`config.mk`:
```
export PLATFORM = sky130hd
export DESIGN_NAME = scan_code_to_char_decoder
export DESIGN_NICKNAME = d
export VERILOG_FILES = /design/src/rtl/scd_pkg.sv /design/src/rtl/scd_ram.sv /design/src/rtl/scd_decode.sv /design/src/rtl/scd_out_buf.sv /design/src/rtl/scan_code_to_char_decoder.sv
export VERILOG_INCLUDE_DIRS = /design/src /design/src/rtl
export SDC_FILE = /design/constraint.sdc
export NUM_CORES = 1
export LEC_CHECK = 0
export ABC_AREA = 1
export BUFFER_PORTS_ARGS = -buffer_cell sky130_fd_sc_hd__buf_2
export CAP_MARGIN = 20
export CORE_MARGIN = 3
export CORE_UTILIZATION = 55
export CTS_CLUSTER_DIAMETER = 150
export DETAILED_ROUTE_END_ITERATION = 12
export HOLD_SLACK_MARGIN = 0.06
export PLACE_DENSITY_LB_ADDON = 0.1
export SLEW_MARGIN = 20
export SYNTH_ARGS = -nofsm -noshare
export SYNTH_HDL_FRONTEND = slang
export SYNTH_HIERARCHICAL = 1
export SYNTH_SLANG_ARGS = --single-unit
```
`constraint.sdc`:
```
create_clock -name clk -period 9.2 [get_ports clk]
set_input_delay 1.84 -clock clk [delete_from_list [all_inputs] [get_ports clk]]
set_output_delay 1.84 -clock clk [all_outputs]
set_load 0.02 [all_outputs]
```
`src/rtl/assert_macros.svh`:
```
// Assertion macros shared by the RTL files of the scan code decoder.
`ifndef ASSERT_MACROS_SVH
`define ASSERT_MACROS_SVH

// Check a condition at every rising edge of clk outside reset.
`define ASSERT_ALWAYS(lbl, expr, msg) \
	lbl: assert property (@(posedge clk) disable iff (!arst_n) (expr)) else $error(msg);

// Check that a condition in one cycle is followed by another in the next cycle.
`define ASSERT_NEXT(lbl, ante, cons, msg) \
	lbl: assert property (@(posedge clk) disable iff (!arst_n) (ante) |=> (cons)) else $error(msg);

`endif

```
`src/rtl/scd_pkg.sv`:
```
// Types, key codes and character table of the scan code decoder.
`default_nettype none

package scd_pkg;

	localparam int SHELL_COUNT_DEF = 4;
	localparam int FLAG_W          = 4;

	localparam logic [7:0] KEY_DIGIT1  = 8'h02;
	localparam logic [7:0] KEY_LSHIFT  = 8'h2A;
	localparam logic [7:0] KEY_RSHIFT  = 8'h36;
	localparam logic [7:0] KEY_CAPS    = 8'h3A;
	localparam logic [7:0] KEY_ALT     = 8'h38;
	localparam logic [7:0] KEY_ACCENT  = 8'h28;
	localparam logic [7:0] REL_LSHIFT  = 8'hAA;
	localparam logic [7:0] REL_RSHIFT  = 8'hB6;
	localparam logic [7:0] REL_ALT     = 8'hB8;
	localparam logic [7:0] CHR_ACCENT  = 8'h27;
	localparam logic [7:0] CHR_NONE    = 8'h00;
	localparam logic [7:0] CHR_A_ACUTE = 8'd160;
	localparam logic [7:0] CHR_E_ACUTE = 8'd130;
	localparam logic [7:0] CHR_I_ACUTE = 8'd161;
	localparam logic [7:0] CHR_O_ACUTE = 8'd162;
	localparam logic [7:0] CHR_U_ACUTE = 8'd163;

	typedef struct packed {
		logic shift;
		logic caps;
		logic alt;
		logic accent;
	} flags_t;

	typedef struct packed {
		logic [1:0] n;
		logic [7:0] char0;
		logic [7:0] char1;
		logic       shell;
	} res_t;

	function automatic logic is_alpha(input logic [6:0] key);
		return (key >= 7'h10 && key <= 7'h19) || (key >= 7'h1E && key <= 7'h26) ||
			(key >= 7'h2C && key <= 7'h32);
	endfunction

	function automatic logic [7:0] accented(input logic [6:0] key);
		logic [7:0] v;
		unique case (key)
			7'h1E:   v = CHR_A_ACUTE;
			7'h12:   v = CHR_E_ACUTE;
			7'h17:   v = CHR_I_ACUTE;
			7'h18:   v = CHR_O_ACUTE;
			7'h16:   v = CHR_U_ACUTE;
			default: v = CHR_NONE;
		endcase
		return v;
	endfunction

	function automatic logic [7:0] both(input logic col, input logic [7:0] a,
		input logic [7:0] b);
		return col ? b : a;
	endfunction

	function automatic logic [7:0] pick(input logic [1:0] sel, input logic [7:0] a0,
		input logic [7:0] a1, input logic [7:0] b0, input logic [7:0] b1);
		return sel[1] ? (sel[0] ? b1 : b0) : (sel[0] ? a1 : a0);
	endfunction

	function automatic logic [7:0] letter(input logic col, input logic [7:0] lc);
		return col ? (lc - 8'h20) : lc;
	endfunction

	function automatic logic [7:0] key_char(input logic layout, input logic [6:0] key,
		input logic col);
		logic [1:0] s;
		logic [7:0] v;
		s = {layout, col};
		unique case (key)
			7'h02:   v = both(col, 8'h31, 8'h21);
			7'h03:   v = pick(s, 8'h32, 8'h40, 8'h32, 8'h22);
			7'h04:   v = both(col, 8'h33, 8'h23);
			7'h05:   v = both(col, 8'h34, 8'h24);
			7'h06:   v = both(col, 8'h35, 8'h25);
			7'h07:   v = pick(s, 8'h36, 8'h5E, 8'h36, 8'h26);
			7'h08:   v = pick(s, 8'h37, 8'h26, 8'h37, 8'h2F);
			7'h09:   v = pick(s, 8'h38, 8'h2A, 8'h38, 8'h28);
			7'h0A:   v = pick(s, 8'h39, 8'h28, 8'h39, 8'h29);
			7'h0B:   v = pick(s, 8'h30, 8'h29, 8'h30, 8'h3D);
			7'h0C:   v = pick(s, 8'h2D, 8'h5F, 8'h20, 8'h3F);
			7'h0D:   v = pick(s, 8'h3D, 8'h2B, 8'h20, 8'h20);
			7'h0E:   v = 8'h08;
			7'h10:   v = letter(col, 8'h71);
			7'h11:   v = letter(col, 8'h77);
			7'h12:   v = letter(col, 8'h65);
			7'h13:   v = letter(col, 8'h72);
			7'h14:   v = letter(col, 8'h74);
			7'h15:   v = letter(col, 8'h79);
			7'h16:   v = letter(col, 8'h75);
			7'h17:   v = letter(col, 8'h69);
			7'h18:   v = letter(col, 8'h6F);
			7'h19:   v = letter(col, 8'h70);
			7'h1A:   v = pick(s, 8'h5B, 8'h7B, 8'h60, 8'h5B);
			7'h1B:   v = pick(s, 8'h5D, 8'h7D, 8'h2B, 8'h5D);
			7'h1C:   v = 8'h0A;
			7'h1E:   v = letter(col, 8'h61);
			7'h1F:   v = letter(col, 8'h73);
			7'h20:   v = letter(col, 8'h64);
			7'h21:   v = letter(col, 8'h66);
			7'h22:   v = letter(col, 8'h67);
			7'h23:   v = letter(col, 8'h68);
			7'h24:   v = letter(col, 8'h6A);
			7'h25:   v = letter(col, 8'h6B);
			7'h26:   v = letter(col, 8'h6C);
			7'h27:   v = pick(s, 8'h3B, 8'h3A, 8'hA4, 8'hA5);
			7'h28:   v = pick(s, 8'h27, 8'h22, 8'h27, 8'h7D);
			7'h29:   v = pick(s, 8'h60, 8'h7E, 8'h3C, 8'h3E);
			7'h2B:   v = pick(s, 8'h5C, 8'h7C, 8'h3C, 8'h3E);
			7'h2C:   v = letter(col, 8'h7A);
			7'h2D:   v = letter(col, 8'h78);
			7'h2E:   v = letter(col, 8'h63);
			7'h2F:   v = letter(col, 8'h76);
			7'h30:   v = letter(col, 8'h62);
			7'h31:   v = letter(col, 8'h6E);
			7'h32:   v = letter(col, 8'h6D);
			7'h33:   v = pick(s, 8'h2C, 8'h3C, 8'h2C, 8'h3B);
			7'h34:   v = pick(s, 8'h2E, 8'h3E, 8'h2E, 8'h3A);
			7'h35:   v = pick(s, 8'h2F, 8'h3F, 8'h2D, 8'h5F);
			7'h37:   v = 8'h2A;
			7'h39:   v = 8'h20;
			7'h4B:   v = 8'h96;
			7'h4D:   v = 8'h9A;
			7'h55:   v = both(col, 8'h2B, 8'h2A);
			7'h56:   v = both(col, 8'h2B, 8'h2A);
			default: v = CHR_NONE;
		endcase
		return v;
	endfunction

endpackage

`default_nettype wire

```
`src/rtl/scd_ram.sv`:
```
// Generic single-port-write, registered-read RAM.
`default_nettype none

module scd_ram #(
	parameter int WIDTH = 8,
	parameter int DEPTH = 2,
	parameter int AW    = (DEPTH > 1) ? $clog2(DEPTH) : 1
) (
	input  wire logic             clk,
	input  wire logic             we,
	input  wire logic [AW-1:0]    waddr,
	input  wire logic [WIDTH-1:0] wdata,
	input  wire logic             re,
	input  wire logic [AW-1:0]    raddr,
	output logic      [WIDTH-1:0] rdata
);

	logic [WIDTH-1:0] mem [DEPTH];

	always_ff @(posedge clk) begin
		if (we) begin
			mem[waddr] <= wdata;
		end
		if (re) begin
			rdata <= mem[raddr];
		end
	end

endmodule

`default_nettype wire

```
`src/rtl/scd_decode.sv`:
```
// Key decode: next modifier flags and the characters caused by one scan code.
`default_nettype none

module scd_decode #(
	parameter int SHELL_COUNT = scd_pkg::SHELL_COUNT_DEF
) (
	input  wire logic [7:0]     code,
	input  wire logic           layout,
	input  wire scd_pkg::flags_t cur,
	output scd_pkg::flags_t     nxt,
	output scd_pkg::res_t       res
);

	localparam logic [8:0] SHELL_LIMIT = 9'(32'(scd_pkg::KEY_DIGIT1) + SHELL_COUNT);

	logic [6:0] key;
	logic       sx;
	logic       shell_hit;
	logic       skip;
	logic [7:0] acc_v;
	logic [7:0] rom_ch;

	assign key       = code[6:0];
	assign sx        = cur.shift ^ cur.caps;
	assign shell_hit = cur.alt && (code >= scd_pkg::KEY_DIGIT1) &&
		({1'b0, code} < SHELL_LIMIT);
	assign acc_v     = scd_pkg::accented(key);
	assign rom_ch    = scd_pkg::key_char(layout, key,
		scd_pkg::is_alpha(key) ? sx : cur.shift);

	always_comb begin
		nxt       = cur;
		res       = '0;
		skip      = 1'b0;
		priority if (code[7]) begin
			if (code == scd_pkg::REL_LSHIFT || code == scd_pkg::REL_RSHIFT) begin
				nxt.shift = 1'b0;
			end else if (code == scd_pkg::REL_ALT) begin
				nxt.alt = 1'b0;
			end
		end else if (code == scd_pkg::KEY_LSHIFT || code == scd_pkg::KEY_RSHIFT) begin
			nxt.shift = 1'b1;
		end else if (code == scd_pkg::KEY_CAPS) begin
			nxt.caps = ~cur.caps;
		end else if (code == scd_pkg::KEY_ALT) begin
			nxt.alt = 1'b1;
		end else if (code == scd_pkg::KEY_ACCENT && layout) begin
			nxt.accent = 1'b1;
		end else begin
			res.shell = shell_hit;
			if (cur.accent && layout) begin
				nxt.accent = 1'b0;
				if (!sx) begin
					res.n = 2'd1;
					if (acc_v != scd_pkg::CHR_NONE) begin
						res.char0 = acc_v;
						skip      = 1'b1;
					end else begin
						res.char0 = scd_pkg::CHR_ACCENT;
					end
				end
			end
			if (!skip && rom_ch != scd_pkg::CHR_NONE) begin
				if (res.n == 2'd0) begin
					res.char0 = rom_ch;
					res.n     = 2'd1;
				end else begin
					res.char1 = rom_ch;
					res.n     = 2'd2;
				end
			end
		end
	end

endmodule

`default_nettype wire

```
`src/rtl/scd_out_buf.sv`:
```
// Two-deep result buffer feeding the character channel.
`default_nettype none
`include "assert_macros.svh"

module scd_out_buf (
	input  wire logic       clk,
	input  wire logic       arst_n,
	input  wire logic       push,
	input  wire scd_pkg::res_t res,
	output logic            free,
	output logic            char_valid,
	input  wire logic       char_stall,
	output logic      [7:0] char_code,
	output logic            last,
	output logic            shell_request
);

	logic       head_valid_q;
	logic [7:0] head_char_q;
	logic       head_last_q;
	logic       head_shell_q;
	logic       tail_valid_q;
	logic [7:0] tail_char_q;
	logic       tail_shell_q;
	logic       pop;

	assign pop  = head_valid_q && !char_stall;
	assign free = !head_valid_q || (pop && !tail_valid_q);

	always_ff @(posedge clk or negedge arst_n) begin
		if (!arst_n) begin
			head_valid_q <= 1'b0;
			tail_valid_q <= 1'b0;
		end else if (push) begin
			head_valid_q <= 1'b1;
			tail_valid_q <= (res.n == 2'd2);
		end else if (pop) begin
			head_valid_q <= tail_valid_q;
			tail_valid_q <= 1'b0;
		end
	end

	always_ff @(posedge clk) begin
		if (push) begin
			head_char_q  <= res.char0;
			head_last_q  <= (res.n == 2'd1);
			head_shell_q <= res.shell;
			tail_char_q  <= res.char1;
			tail_shell_q <= res.shell;
		end else if (pop && tail_valid_q) begin
			head_char_q  <= tail_char_q;
			head_last_q  <= 1'b1;
			head_shell_q <= tail_shell_q;
		end
	end

	assign char_valid    = head_valid_q;
	assign char_code     = head_char_q;
	assign last          = head_last_q;
	assign shell_request = head_shell_q;

	`ASSERT_ALWAYS(a_tail_has_head, !tail_valid_q || head_valid_q, "tail without head")
	`ASSERT_ALWAYS(a_push_when_free, !push || free, "push into full buffer")
	`ASSERT_NEXT(a_pair_held, push && res.n == 2'd2, head_valid_q && tail_valid_q,
		"second character lost")

endmodule

`default_nettype wire

```
`src/rtl/scan_code_to_char_decoder.sv`:
```
// Top level of the scan code to character decoder.
// Usage:
//   Scan channel: scan_valid / scan_stall / key_code. A request is taken at a
//   rising edge with scan_valid high and scan_stall low.
//   Character channel: char_valid / char_stall with char_code, last and
//   shell_request. A request is taken when char_valid is high and char_stall low.
//   layout_select_we writes layout_select (0 US, 1 Spanish with dead accent);
//   write it only while the block is idle.
//   Scan codes are registered in the decode stage, characters in the result buffer.
//   Throughput: one scan code per cycle if it yields no character, or one
//   character while char_stall is low; one that yields an accent character plus
//   its own character holds the next in the decode stage until both are taken.
//   Modifier flags live in a one-entry RAM read at accept and written back when
//   the decode stage fires; a write in the same cycle as the next read is forwarded.
//   Reset clears the flags (the RAM entry reads as zero until first written),
//   the layout and all valid bits. When char_stall holds, the result buffer
//   fills, then scan_stall rises and the decode stage holds its scan code.
`default_nettype none
`include "assert_macros.svh"

module scan_code_to_char_decoder #(
	parameter int SHELL_COUNT = scd_pkg::SHELL_COUNT_DEF
) (
	input  wire logic       clk,
	input  wire logic       arst_n,
	input  wire logic       layout_select_we,
	input  wire logic       layout_select,
	input  wire logic       scan_valid,
	output logic            scan_stall,
	input  wire logic [7:0] key_code,
	output logic            char_valid,
	input  wire logic       char_stall,
	output logic      [7:0] char_code,
	output logic            last,
	output logic            shell_request
);

	logic                          layout_q;
	logic                          mem_init_q;
	logic                          valid_s1;
	logic [7:0]                    code_s1;
	logic                          init_s1;
	logic                          fwd_valid_s1;
	scd_pkg::flags_t               fwd_flags_s1;
	logic [scd_pkg::FLAG_W-1:0]    rd_data;
	scd_pkg::flags_t               cur_flags;
	scd_pkg::flags_t               nxt_flags;
	scd_pkg::res_t                 res;
	logic                          buf_free;
	logic                          fire;
	logic                          accept;

	assign fire       = valid_s1 && (res.n == 2'd0 || buf_free);
	assign scan_stall = valid_s1 && !fire;
	assign accept     = scan_valid && !scan_stall;

	always_ff @(posedge clk or negedge arst_n) begin
		if (!arst_n) begin
			layout_q <= 1'b0;
		end else if (layout_select_we) begin
			layout_q <= layout_select;
		end
	end

	always_ff @(posedge clk or negedge arst_n) begin
		if (!arst_n) begin
			mem_init_q   <= 1'b0;
			valid_s1     <= 1'b0;
			init_s1      <= 1'b0;
			fwd_valid_s1 <= 1'b0;
		end else begin
			if (fire) begin
				mem_init_q <= 1'b1;
			end
			if (accept) begin
				valid_s1     <= 1'b1;
				init_s1      <= mem_init_q;
				fwd_valid_s1 <= fire;
			end else if (fire) begin
				valid_s1 <= 1'b0;
			end
		end
	end

	always_ff @(posedge clk) begin
		if (accept) begin
			code_s1      <= key_code;
			fwd_flags_s1 <= nxt_flags;
		end
	end

	scd_ram #(
		.WIDTH (scd_pkg::FLAG_W),
		.DEPTH (1)
	) u_flag_ram (
		.clk   (clk),
		.we    (fire),
		.waddr (1'b0),
		.wdata (nxt_flags),
		.re    (accept),
		.raddr (1'b0),
		.rdata (rd_data)
	);

	always_comb begin
		priority if (fwd_valid_s1) begin
			cur_flags = fwd_flags_s1;
		end else if (init_s1) begin
			cur_flags = scd_pkg::flags_t'(rd_data);
		end else begin
			cur_flags = '0;
		end
	end

	scd_decode #(
		.SHELL_COUNT (SHELL_COUNT)
	) u_decode (
		.code   (code_s1),
		.layout (layout_q),
		.cur    (cur_flags),
		.nxt    (nxt_flags),
		.res    (res)
	);

	scd_out_buf u_out_buf (
		.clk           (clk),
		.arst_n        (arst_n),
		.push          (fire && res.n != 2'd0),
		.res           (res),
		.free          (buf_free),
		.char_valid    (char_valid),
		.char_stall    (char_stall),
		.char_code     (char_code),
		.last          (last),
		.shell_request (shell_request)
	);

	`ASSERT_ALWAYS(a_stall_needs_item, !scan_stall || valid_s1, "stall with empty decode stage")
	`ASSERT_NEXT(a_s1_hold, valid_s1 && !fire, valid_s1 && $stable(code_s1),
		"decode stage lost its scan code")

endmodule

`default_nettype wire
```
==> flow_summary.toml <==
[clock_network]
post-cts-setup-buffer-count = 0
clockBufferDepth = 2
cts_tree = "yes"
htreeDepth = 2
cts-buffers-inserted = 5
cts.sinks = 46
ctsResizeCount = 0
clkTransAtPathRegs_ns = 0.09
clk_latency_ns = 0.29
root_buffer = "clkbuf_8"
ctsHoldBuffers = 0

[global_route]
track_usage = 0.3070
grt_overflow = 0
grt_pass1_wl_mm = 18.00
grt_pass1_vias = 3572
antenna_found_initial = 0
grt_max_degree = 23

[yosys]
syn_inst = 548
synth_area_sq_um = 3661
syn_nets = 563
syn_avg_cell_area_sq_um = 6.681
yosys_warnings = 6

[sta]
grt_setup_unrepaired = "false"
timing.final.crit_share = 0.5757
fin_crit_ns = 5.297
slew_viol_final = 0
finalHoldViolations = 0
relSlewSlack = 0.3451
finalClockSkew_ns = 0.007178
setup_ws_ns = 3.903
setup_viol = 0
worstMarginPinSlew_ns = 0.9823
fin_setup_tns_ns = 0
max_freq_ghz = 0.1888

[cells_and_area]
nets = 587
final_area_sq_um = 3924
n_antenna_cell = 0
drive_above_1_share = 0.1344
layout_common_cells = "nand2_1 (176), nor2_1 (93), inv_1 (55), nand3_1 (53), edfxtp_1 (39)"
final_common_cell = "nand2_1"
area_delta_synth_final_pct = 7.177

[floorplanning]
die_x_um = 87.59
rows = 29
coreArea_sq_um = 6386
die_y_um = 87.59
start_util = 0.5733
io_pins = 26
dieArea_sq_um = 7671

[place]
port_buffers = 25
placed_area_sq_um = 3816
dp_hpwl_mm = 9.114
globalplace.congestion = 1.036
pre_cts_slack_ns = 4.271

[critical_path]
cp-end-kind = "primary output"
cp.buffers_inverters = 5
cp_max_fo = 12
slowest_delay_ns = 0.63
cpMaxStageDelayCell = "nor2_1"
worstRegToRegCells = 19
critPathTopFamily = "simple AND/OR/NAND/NOR gates"
crit_type = "flop to primary output"
cp-start-kind = "flop"
arrival_ns = 3.46
crit_top_cell = "nor2_1"
r2r_start = "code_s1[6]"
required_ns = 7.36
worst_r2r_endpoint = "u_out_buf/char_code[6]"
reg2reg_setup_slack_ns = 4.50
cp_cell_sequence = "inv_2, nand2_4, nor2_1, nand2_1, o211ai_1, nor2_1, nand3_1, nor2_2, nor2_4, ha_1, inv_1, nor2_1, inv_2, nand2_4, nand3_4, inv_1, buf_2"
crit_cells = 17

[power_and_ir_drop]
powerDensity_nw_per_um2 = 140.7
cellLeakagePower_nw = 2.009
peakVddDrop_v = 0.00009916
combPwrFrac = 0.266
pwr-share-clk = 0.252
p_switching_uw = 188.5
p_int_uw = 363.3
switching_share = 0.3416
p_seq_frac = 0.482

[detailed_routing]
firstDrtPassIters = 6
via_count = 3843
avgViaCountPerCell = 5.912
drt_iter0_markers = 405
drcViolationCount = 0
drtAntennaViolNets = 0
routed_wl_mm = 11.35
route.detailed.wl_per_inst_um = 17.46

[job]
cap_violations = 0

[min_path]
min_path_cells = 0
min_from = "u_flag_ram/mem[0][1]"
min_to = "u_flag_ram/rdata[1]"
hold_path.class = "flop to flop"

[run_status]
status = "finished clean"
-- worst max path at each step --
stage	start	end	slack (ns)
finish	code_s1[6]	scan_stall	3.90
global route	code_s1[6]	scan_stall	3.62
CTS	code_s1[6]	scan_stall	3.95
detailed placement	code_s1[6]	scan_stall	4.27
global placement	code_s1[4]	scan_stall	4.28
floorplan	code_s1[3]	scan_stall	4.99
-- power groups by stage --
| stage | Combinational [mW] | Clock (mW) | Sequential, mW |
|---|---|---|---|
| finish | 0.147 | 0.139 | 0.266 |
| global route | 0.163 | 0.148 | 0.269 |
| CTS | 0.144 | 0.142 | 0.266 |
| detailed placement | 0.143 | 0 | 0.271 |
| global placement | 0.142 | 0 | 0.270 |
| floorplan | 0.104 | 0 | 0.272 |
-- through the flow --
| step | hold WS [ns] | power (mW) | util | instances |
|---|---|---|---|---|
| 6_report | 0.4251 | 0.5519 | 0.6144 | 650 |
| 5_1_grt | 0.4358 | 0.5793 | 0.6144 | 650 |
| 4_1_cts | 0.4269 | 0.5523 | 0.6144 | 650 |
| 3_5_place_dp | 0.4045 | 0.4143 | 0.5976 | 642 |
| 3_3_place_gp | 0.4005 | 0.4120 | 0.5976 | 642 |
| 2_1_floorplan | 0.4003 | 0.3760 | - | 548 |
-- flip-flops by register name, summed over array words and instances (netlist names), 4 cells and up --
register,count
code_s1,8
fwd_flags_s1,4
u_flag_ram/mem,4
u_flag_ram/rdata,4
u_out_buf/char_code,8
u_out_buf/tail_char_q,8
-- layer usage --
layer	vias up	global-route usage	wire length, um
met4	0	0.1478	590
met2	276	0.5130	5183
met3	55	0.04986	1143
met1	1680	0.3856	4432
met5	-	0	0
li1	1832	-	-
-- final cells by class --
type | count | area (sq um)
Clock inverter | 2 | 13.76
Multi-Input combinational cell | 430 | 2007
Clock buffer | 6 | 93.84
Fill cell | 588 | 2462
Sequential cell | 46 | 1346
Tap cell | 77 | 96.34
Inverter | 64 | 241.5
Timing Repair Buffer | 25 | 125.1
Power figures use the tool's default switching activity.
